File: config.mk
export PLATFORM = sky130hd
export DESIGN_NAME = length_framed_uart_deframer_core_flat
export DESIGN_NICKNAME = d
export VERILOG_FILES = /design/src/lfud_pkg.sv /design/src/lfud_if.sv /design/src/length_framed_uart_deframer_core.sv /design/src/lfud_ram.sv /design/src/lfud_rx.sv /design/src/lfud_tx.sv /design/src/flat_wrapper.sv
export SDC_FILE = /design/constraint.sdc
export NUM_CORES = 1
export LEC_CHECK = 0
export ABC_AREA = 1
export BUFFER_PORTS_ARGS = -buffer_cell sky130_fd_sc_hd__buf_4
export CORE_MARGIN = 1
export CORE_UTILIZATION = 35
export DETAILED_ROUTE_END_ITERATION = 10
export PLACE_DENSITY = 0.52
export SLEW_MARGIN = 5
export SYNTH_ARGS = -nofsm -noshare
export SYNTH_HDL_FRONTEND = slang
export SYNTH_SLANG_ARGS = --single-unit
File: constraint.sdc
create_clock -name clk -period 3.8 [get_ports clk]
set_clock_uncertainty 0.2 [all_clocks]
set_input_delay 0.19 -clock clk [delete_from_list [all_inputs] [get_ports clk]]
set_output_delay 0.19 -clock clk [all_outputs]
set_load 0.01 [all_outputs]
File: src/lfud_pkg.sv
// Shared constants and types for the length-framed UART deframer.
package lfud_pkg;

    localparam int MAX_FRAME = 64;
    localparam int ADDR_W    = $clog2(MAX_FRAME);
    localparam int LEN_W     = 7;
    localparam int BYTE_W    = 8;
    localparam int CFG_IDX_W = 3;

    localparam logic [CFG_IDX_W-1:0] REG_START_BYTE  = 3'd0;
    localparam logic [CFG_IDX_W-1:0] REG_FOOTER_BYTE = 3'd1;
    localparam logic [CFG_IDX_W-1:0] REG_CHECK_EN    = 3'd2;
    localparam logic [CFG_IDX_W-1:0] REG_MIN_LEN     = 3'd3;
    localparam logic [CFG_IDX_W-1:0] REG_MAX_LEN     = 3'd4;

    localparam logic [LEN_W-1:0] MIN_LEN_RST = 7'd11;
    localparam logic [LEN_W-1:0] MAX_LEN_RST = 7'd64;
    localparam logic [LEN_W-1:0] MAX_FRAME_LEN = 7'(MAX_FRAME);

    // start, length, check, footer, plus one
    localparam logic [8:0] FRAME_OVERHEAD = 9'd5;

    typedef struct packed {
        logic [BYTE_W-1:0] start_byte;
        logic [BYTE_W-1:0] footer_byte;
        logic              check_enable;
        logic [LEN_W-1:0]  min_frame_length;
        logic [LEN_W-1:0]  max_frame_length;
    } cfg_t;

    typedef struct packed {
        logic              en;
        logic [ADDR_W-1:0] addr;
        logic [BYTE_W-1:0] data;
    } wr_req_t;

    typedef struct packed {
        logic             valid;
        logic [LEN_W-1:0] total;
    } emit_req_t;

endpackage

File: src/lfud_if.sv
// Channel interfaces: received bytes, frame bytes and configuration writes.
interface lfud_rx_if;
    logic                     valid;
    logic                     ready;
    logic [lfud_pkg::BYTE_W-1:0] rx_byte;

    modport source (output valid, output rx_byte, input ready);
    modport sink   (input valid, input rx_byte, output ready);
endinterface

interface lfud_out_if;
    logic                        valid;
    logic                        ready;
    logic [lfud_pkg::BYTE_W-1:0] frame_byte;
    logic [lfud_pkg::ADDR_W-1:0] byte_index;
    logic [lfud_pkg::LEN_W-1:0]  frame_length;
    logic                        last_byte;

    modport source (output valid, output frame_byte, output byte_index,
                    output frame_length, output last_byte, input ready);
    modport sink   (input valid, input frame_byte, input byte_index,
                    input frame_length, input last_byte, output ready);
endinterface

interface lfud_cfg_if;
    logic                           valid;
    logic                           ready;
    logic [lfud_pkg::CFG_IDX_W-1:0] index;
    logic [lfud_pkg::BYTE_W-1:0]    data;

    modport source (output valid, output index, output data, input ready);
    modport sink   (input valid, input index, input data, output ready);
endinterface

File: src/length_framed_uart_deframer_core.sv
// Top level of the length-framed UART deframer.
// Input: one byte per cycle while a frame is collected (write into the frame buffer).
// Output: an accepted frame of N bytes leaves with one buffer read and then one
//   output-register load per byte; input is held off until the last byte is loaded.
// After the transfer of the frame's final byte, the emitter starts, reads the first byte, then loads it out.
// Reset: registers to defaults, parser hunting, emitter idle; buffer is not cleared.
module length_framed_uart_deframer_core (
    input  logic       clk,
    input  logic       rst_n,
    lfud_rx_if.sink    rx,
    lfud_out_if.source frame,
    lfud_cfg_if.sink   cfg
);
    import lfud_pkg::*;

    cfg_t      cfg_reg;
    wr_req_t   wr;
    emit_req_t emit;
    logic              busy;
    logic              rd_en;
    logic [ADDR_W-1:0] rd_addr;
    logic [BYTE_W-1:0] rd_data;
    logic              accept;

    assign cfg.ready = 1'b1;
    assign rx.ready  = !busy;
    assign accept    = rx.valid && !busy;

    always_ff @(posedge clk or negedge rst_n)
    begin
        if (!rst_n)
        begin
            cfg_reg.start_byte       <= '0;
            cfg_reg.footer_byte      <= '0;
            cfg_reg.check_enable     <= 1'b1;
            cfg_reg.min_frame_length <= MIN_LEN_RST;
            cfg_reg.max_frame_length <= MAX_LEN_RST;
        end
        else if (cfg.valid)
        begin
            case (cfg.index)
                REG_START_BYTE:  cfg_reg.start_byte       <= cfg.data;
                REG_FOOTER_BYTE: cfg_reg.footer_byte      <= cfg.data;
                REG_CHECK_EN:    cfg_reg.check_enable     <= cfg.data[0];
                REG_MIN_LEN:     cfg_reg.min_frame_length <= cfg.data[LEN_W-1:0];
                REG_MAX_LEN:     cfg_reg.max_frame_length <= cfg.data[LEN_W-1:0];
                default:         ;
            endcase
        end
    end

    lfud_rx u_rx (
        .clk     (clk),
        .rst_n   (rst_n),
        .accept  (accept),
        .rx_byte (rx.rx_byte),
        .cfg     (cfg_reg),
        .wr      (wr),
        .emit    (emit)
    );

    lfud_ram #(
        .DEPTH (MAX_FRAME),
        .WIDTH (BYTE_W)
    ) u_ram (
        .clk   (clk),
        .we    (wr.en),
        .waddr (wr.addr),
        .wdata (wr.data),
        .re    (rd_en),
        .raddr (rd_addr),
        .rdata (rd_data)
    );

    lfud_tx u_tx (
        .clk     (clk),
        .rst_n   (rst_n),
        .emit    (emit),
        .rd_data (rd_data),
        .rd_en   (rd_en),
        .rd_addr (rd_addr),
        .busy    (busy),
        .frame   (frame)
    );

endmodule

File: src/lfud_ram.sv
// Frame buffer: one write port, one registered read port.
module lfud_ram #(
    parameter int DEPTH = 64,
    parameter int WIDTH = 8
) (
    input  logic                     clk,
    input  logic                     we,
    input  logic [$clog2(DEPTH)-1:0] waddr,
    input  logic [WIDTH-1:0]         wdata,
    input  logic                     re,
    input  logic [$clog2(DEPTH)-1:0] raddr,
    output logic [WIDTH-1:0]         rdata
);

    logic [WIDTH-1:0] mem [DEPTH];

    always_ff @(posedge clk)
    begin
        if (we)
        begin
            mem[waddr] <= wdata;
        end
    end

    always_ff @(posedge clk)
    begin
        if (re)
        begin
            rdata <= mem[raddr];
        end
    end

endmodule

File: src/lfud_rx.sv
// Frame parser: start hunt, length check, buffer writes and frame checks.
module lfud_rx (
    input  logic                  clk,
    input  logic                  rst_n,
    input  logic                  accept,
    input  logic [lfud_pkg::BYTE_W-1:0] rx_byte,
    input  lfud_pkg::cfg_t        cfg,
    output lfud_pkg::wr_req_t     wr,
    output lfud_pkg::emit_req_t   emit
);
    import lfud_pkg::*;

    localparam logic [1:0] PH_HUNT = 2'd0;
    localparam logic [1:0] PH_LEN  = 2'd1;
    localparam logic [1:0] PH_DATA = 2'd2;

    logic [1:0]        phase_reg, phase_next;
    logic [LEN_W-1:0]  fill_reg, fill_next;
    logic [LEN_W-1:0]  total_reg, total_next;
    logic [BYTE_W-1:0] xor_reg, xor_next;
    logic [BYTE_W-1:0] prev_reg, prev_next;

    logic [8:0]        total_calc;
    logic [LEN_W-1:0]  limit;
    logic [LEN_W-1:0]  fill_inc;
    logic              frame_ok;

    assign total_calc = {1'b0, rx_byte} + FRAME_OVERHEAD;
    assign limit = (cfg.max_frame_length > MAX_FRAME_LEN) ? MAX_FRAME_LEN
                                                           : cfg.max_frame_length;
    assign fill_inc = fill_reg + 7'd1;
    // xor_reg covers positions 2..total-2, prev_reg holds total-2
    assign frame_ok = (rx_byte == cfg.footer_byte)
                   && (!cfg.check_enable || ((xor_reg ^ prev_reg) == prev_reg))
                   && (total_reg >= cfg.min_frame_length);

    always_comb
    begin
        phase_next = phase_reg;
        fill_next  = fill_reg;
        total_next = total_reg;
        xor_next   = xor_reg;
        prev_next  = prev_reg;
        wr.en      = 1'b0;
        wr.addr    = fill_reg[ADDR_W-1:0];
        wr.data    = rx_byte;
        emit.valid = 1'b0;
        emit.total = total_reg;
        if (accept)
        begin
            case (phase_reg)
                PH_LEN:
                begin
                    wr.en = 1'b1;
                    if (total_calc > {2'b00, limit})
                    begin
                        phase_next = PH_HUNT;
                        fill_next  = '0;
                    end
                    else
                    begin
                        phase_next = PH_DATA;
                        fill_next  = fill_inc;
                        total_next = total_calc[LEN_W-1:0];
                        xor_next   = '0;
                    end
                end
                PH_DATA:
                begin
                    wr.en     = 1'b1;
                    xor_next  = xor_reg ^ rx_byte;
                    prev_next = rx_byte;
                    fill_next = fill_inc;
                    if (fill_inc >= total_reg)
                    begin
                        emit.valid = frame_ok;
                        phase_next = PH_HUNT;
                        fill_next  = '0;
                    end
                end
                default:
                begin
                    phase_next = PH_HUNT;
                    if (rx_byte == cfg.start_byte)
                    begin
                        wr.en      = 1'b1;
                        wr.addr    = '0;
                        fill_next  = 7'd1;
                        phase_next = PH_LEN;
                    end
                end
            endcase
        end
    end

    always_ff @(posedge clk or negedge rst_n)
    begin
        if (!rst_n)
        begin
            phase_reg <= PH_HUNT;
            fill_reg  <= '0;
            total_reg <= '0;
        end
        else
        begin
            phase_reg <= phase_next;
            fill_reg  <= fill_next;
            total_reg <= total_next;
        end
    end

    always_ff @(posedge clk)
    begin
        xor_reg  <= xor_next;
        prev_reg <= prev_next;
    end

endmodule

File: src/lfud_tx.sv
// Frame emitter: reads the buffer in order into the output register.
module lfud_tx (
    input  logic                        clk,
    input  logic                        rst_n,
    input  lfud_pkg::emit_req_t         emit,
    input  logic [lfud_pkg::BYTE_W-1:0] rd_data,
    output logic                        rd_en,
    output logic [lfud_pkg::ADDR_W-1:0] rd_addr,
    output logic                        busy,
    lfud_out_if.source                  frame
);
    import lfud_pkg::*;

    logic              busy_reg, busy_next;
    logic [LEN_W-1:0]  total_reg, total_next;
    logic [LEN_W-1:0]  idx_reg, idx_next;
    logic              pend_reg, pend_next;
    logic [ADDR_W-1:0] pend_idx_reg, pend_idx_next;
    logic              ovalid_reg, ovalid_next;
    logic [BYTE_W-1:0] obyte_reg, obyte_next;
    logic [ADDR_W-1:0] oidx_reg, oidx_next;
    logic [LEN_W-1:0]  olen_reg, olen_next;
    logic              olast_reg, olast_next;

    logic slot_free;
    logic pend_last;

    assign slot_free = !ovalid_reg || frame.ready;
    assign rd_en     = busy_reg && !pend_reg && slot_free && (idx_reg < total_reg);
    assign rd_addr   = idx_reg[ADDR_W-1:0];
    assign pend_last = ({1'b0, pend_idx_reg} + 7'd1) == total_reg;
    assign busy      = busy_reg;

    always_comb
    begin
        busy_next     = busy_reg;
        total_next    = total_reg;
        idx_next      = idx_reg;
        pend_next     = pend_reg;
        pend_idx_next = pend_idx_reg;
        ovalid_next   = ovalid_reg;
        obyte_next    = obyte_reg;
        oidx_next     = oidx_reg;
        olen_next     = olen_reg;
        olast_next    = olast_reg;

        if (emit.valid)
        begin
            busy_next  = 1'b1;
            total_next = emit.total;
            idx_next   = '0;
        end

        if (pend_reg)
        begin
            ovalid_next = 1'b1;
            obyte_next  = rd_data;
            oidx_next   = pend_idx_reg;
            olen_next   = total_reg;
            olast_next  = pend_last;
            pend_next   = 1'b0;
            if (pend_last)
            begin
                busy_next = 1'b0;
            end
        end
        else if (ovalid_reg && frame.ready)
        begin
            ovalid_next = 1'b0;
        end

        if (rd_en)
        begin
            pend_next     = 1'b1;
            pend_idx_next = idx_reg[ADDR_W-1:0];
            idx_next      = idx_reg + 7'd1;
        end
    end

    always_ff @(posedge clk or negedge rst_n)
    begin
        if (!rst_n)
        begin
            busy_reg   <= 1'b0;
            total_reg  <= '0;
            idx_reg    <= '0;
            pend_reg   <= 1'b0;
            ovalid_reg <= 1'b0;
        end
        else
        begin
            busy_reg   <= busy_next;
            total_reg  <= total_next;
            idx_reg    <= idx_next;
            pend_reg   <= pend_next;
            ovalid_reg <= ovalid_next;
        end
    end

    always_ff @(posedge clk)
    begin
        pend_idx_reg <= pend_idx_next;
        obyte_reg    <= obyte_next;
        oidx_reg     <= oidx_next;
        olen_reg     <= olen_next;
        olast_reg    <= olast_next;
    end

    assign frame.valid        = ovalid_reg;
    assign frame.frame_byte   = obyte_reg;
    assign frame.byte_index   = oidx_reg;
    assign frame.frame_length = olen_reg;
    assign frame.last_byte    = olast_reg;

endmodule

File: src/flat_wrapper.sv
// flat-port wrapper written by rule: the top's interface ports become plain ports
module length_framed_uart_deframer_core_flat import lfud_pkg::*;
  (clk, rst_n, rx_valid, rx_rx_byte, rx_ready, frame_valid, frame_frame_byte, frame_byte_index, frame_frame_length, frame_last_byte, frame_ready, cfg_valid, cfg_index, cfg_data, cfg_ready);
  lfud_rx_if rx_i ();
  lfud_out_if frame_i ();
  lfud_cfg_if cfg_i ();
  input  logic clk;
  input  logic rst_n;
  input wire logic [$bits(rx_i.valid)-1:0] rx_valid;
  input wire logic [$bits(rx_i.rx_byte)-1:0] rx_rx_byte;
  output wire logic [$bits(rx_i.ready)-1:0] rx_ready;
  output wire logic [$bits(frame_i.valid)-1:0] frame_valid;
  output wire logic [$bits(frame_i.frame_byte)-1:0] frame_frame_byte;
  output wire logic [$bits(frame_i.byte_index)-1:0] frame_byte_index;
  output wire logic [$bits(frame_i.frame_length)-1:0] frame_frame_length;
  output wire logic [$bits(frame_i.last_byte)-1:0] frame_last_byte;
  input wire logic [$bits(frame_i.ready)-1:0] frame_ready;
  input wire logic [$bits(cfg_i.valid)-1:0] cfg_valid;
  input wire logic [$bits(cfg_i.index)-1:0] cfg_index;
  input wire logic [$bits(cfg_i.data)-1:0] cfg_data;
  output wire logic [$bits(cfg_i.ready)-1:0] cfg_ready;
  assign rx_i.valid = rx_valid;
  assign rx_i.rx_byte = rx_rx_byte;
  assign rx_ready = rx_i.ready;
  assign frame_valid = frame_i.valid;
  assign frame_frame_byte = frame_i.frame_byte;
  assign frame_byte_index = frame_i.byte_index;
  assign frame_frame_length = frame_i.frame_length;
  assign frame_last_byte = frame_i.last_byte;
  assign frame_i.ready = frame_ready;
  assign cfg_i.valid = cfg_valid;
  assign cfg_i.index = cfg_index;
  assign cfg_i.data = cfg_data;
  assign cfg_ready = cfg_i.ready;
  length_framed_uart_deframer_core u_core (.clk(clk), .rst_n(rst_n), .rx(rx_i), .frame(frame_i), .cfg(cfg_i));
endmodule
==> flow_metrics.env <==
export IMPL_fin_crit_sh_pct=89.9
export IMPL_track_usage_pct=19.7
export IMPL_die_w_um=274
export IMPL_num_vias=17600
export IMPL_start_kind="register"
export IMPL_final_max_slew_violation_count=0
export IMPL_clkSinkCount=620
export IMPL_port_buffers=47
export IMPL_cp_end_kind="register"
export IMPL_setup_tns_ns=0
export IMPL_drt_iter0_drc=1779
export IMPL_worst_path_max_delay_cell="nor2_1"
export IMPL_dp_cells=3194
export IMPL_via_per_inst=5.25
export IMPL_drv_cap=0
export IMPL_row_count=99
export IMPL_die_h_um=274
export IMPL_coreArea_sq_mm=0.0731
export IMPL_grtUsageMet3_pct=2.85
export IMPL_tightest_slew_ns=0.990
export IMPL_grt_max_degree=122
export IMPL_total_leakage_power_nw=10.8
export IMPL_peakVddDrop_v=0.000289
export IMPL_min_period_ns=3.42
export IMPL_crit_fanout=11
export IMPL_criticalPathCategory="register to register"
export IMPL_layout_drive_gt1_share_pct=10.9
export IMPL_drt_pass1_iterations=8
export IMPL_fin_util_pct=41.4
export IMPL_outcome="finished with violations"
export IMPL_final_hold_violation_count=0
export IMPL_finalNonFillerCells=3350
export IMPL_finalNetCount=2391
export IMPL_cts_htree_levels=3
export IMPL_grt_pass1_wl_mm=111
export IMPL_drtAntennaViolNets=0
export IMPL_post_cts_repair_setup_buffers=0
export IMPL_grtUsageMet1_pct=26.7
export IMPL_die_area_sq_mm=0.0751
export IMPL_root_buffer="clkbuf_16"
export IMPL_setup_slack_ns=0.384
export IMPL_initial_core_util_pct=35.5
export IMPL_clock_latency_ns=0.60
export IMPL_cp_required_ns=3.83
export IMPL_wl_mm=74.1
export IMPL_path_cells="inv_1 -> ha_1 -> nand4_1 -> nand2_1 -> nor2_1 -> nand2_1 -> nor2_1"
export IMPL_syn_mean_instance_area_sq_um=11.7
export IMPL_place_gp_congestion=0.878
export IMPL_place_ws_ns=0.460
export IMPL_p_per_area_mw_per_mm2=484
export IMPL_ys_seq_area_share_pct=70.6
export IMPL_clock_fmax_mhz=293
export IMPL_area_growth_pct=16.7
export IMPL_clock_path_buffers=3
export IMPL_slew_headroom_pct=34.0
export IMPL_regToRegSetupSlack_ns=0.38
export IMPL_synth_cells=2222
export IMPL_grt_util_met2_pct=32.6
export IMPL_cts_tree="yes"
export IMPL_slowest_delay_ns=0.74
export IMPL_hpwl_mm=46.8
export IMPL_pin_count=49
export IMPL_yosysWarnings=0
export IMPL_largest_register_ffs=512
export IMPL_syn_num_nets=2279
export IMPL_setup_violations=0
export IMPL_clkSlewWorstSetupHoldPaths_ns=0.06
export IMPL_grt_busiest_layer="met2"
export IMPL_fin_total_pwr_mw=14.6
export IMPL_cts_buffers=69
export IMPL_ys_ff_latch=620
export IMPL_post_drt_wl_per_cell_um=22.1
export IMPL_syn_area_sq_mm=0.0259
export IMPL_synth_cell_types=39
export IMPL_rsz0062_at_grt="no"
export IMPL_grt_overflow=0
export IMPL_route_detailed_drc=4
export IMPL_cp_data_arrival_time_ns=3.45
export IMPL_holdCritPathClass="input pin to register"
export IMPL_hold_slack_ns=0.0222
export IMPL_grt_pass1_vias=17200
export IMPL_antenna_found_initial=2
export IMPL_place_area_sq_mm=0.0277
export IMPL_violations="DRC"
export IMPL_final_area_sq_mm=0.0302
-- per-layer routing --
layer,vias up,share of wire [%]
met1,8782,44
met2,563,48
met5,-,0.018
met4,2,2.7
li1,8130,-
met3,106,5.3
-- worst max-delay path: cells and delay by family (launching register included) --
family / cells / cell delay [ns]
flops: 1 / 0.37
simple gates: 5 / 2.04
buf+inv: 1 / 0.05
fa+ha+maj: 1 / 0.39
-- path summary, 6_finish.rpt --
kind,from,endpoint,depth (start not counted)
worst max register to register,u_core.u_rx.phase_reg[0],u_core.u_ram.mem[27][2],7
worst min register to register,u_core.u_ram.rdata[2],u_core.u_tx.frame.frame_byte[2],0
max in group asynchronous,rst_n,u_core.u_tx.idx_reg[1],2
worst min-delay path,cfg_valid,u_core.cfg_reg[6],3
min in group asynchronous,rst_n,u_core.u_tx.idx_reg[6],2
worst max-delay path,u_core.u_rx.phase_reg[0],u_core.u_ram.mem[27][2],7
-- placed cells by master, fill, tap and decap left out, types with 22 or more instances in the layout --
master	instances
edfxtp_1	556
nor2_1	392
nand2_1	334
o21ai_0	283
nand3_1	131
buf_4	128
inv_1	72
clkbuf_16	72
dfrtp_1	57
o211ai_1	51
o22ai_1	37
a21oi_1	33
ha_1	33
dlygate4sd3_1	28
nand4_1	22
-- power by group --
part	switching, mW	internal [mW]	leakage (nW)
clock	2.72	3.94	1.11
sequential	0.0465	7.49	5.76
combinational	0.295	0.148	3.90
-- cell usage after synthesis, drive strengths merged --
cell | instances | area share (%)
clkbuf | 79 | 1.2
nand2 | 335 | 4.9
nand4 | 23 | 0.58
o22ai | 37 | 0.89
buf | 42 | 0.80
dfstp | 5 | 0.51
nand3 | 135 | 2.7
nor3 | 4 | 0.077
inv | 77 | 1.1
ha | 33 | 1.6
nand3b | 11 | 0.32
a21oi | 34 | 0.70
nor2 | 396 | 5.8
o21ai | 284 | 5.5
dfrtp | 59 | 5.7
conb | 1 | 0.014
o311ai | 1 | 0.034
a21boi | 1 | 0.029
edfxtp | 556 | 64
xor2 | 16 | 0.54
o221ai | 14 | 0.47
xnor2 | 14 | 0.47
or2 | 3 | 0.072
a31oi | 1 | 0.024
nor4 | 1 | 0.024
clkinv | 6 | 0.087
o21a | 3 | 0.087
o211ai | 51 | 1.5
-- layout make-up --
class | count | area, sq um
Tap cell | 959 | 1200
Multi-Input combinational cell | 1398 | 6790
Clock buffer | 86 | 1880
Timing Repair Buffer | 162 | 1360
Inverter | 83 | 317
Fill cell | 6927 | 42800
Sequential cell | 620 | 18300
Antenna cell | 1 | 2.50
Clock inverter | 41 | 374
-- cell families (layout without fill, tap and decap cells) --
logic type	count (synthesis)	count (layout)	share of synthesized area (%)
xor+xnor	30	30	1.01
buf+inv	204	372	3.15
fa+ha+maj	33	33	1.59
flops	620	620	70.6
compound gates	426	426	9.20
other cells	1	2	0.0145
simple gates	908	908	14.4
-- repair_timing --
item                                   in CTS  in global routing
endpoints found under the hold margin     188                  0
hold buffers                               28                  0
gates resized for setup                     0                  0
(Power assumes the default switching activity.)
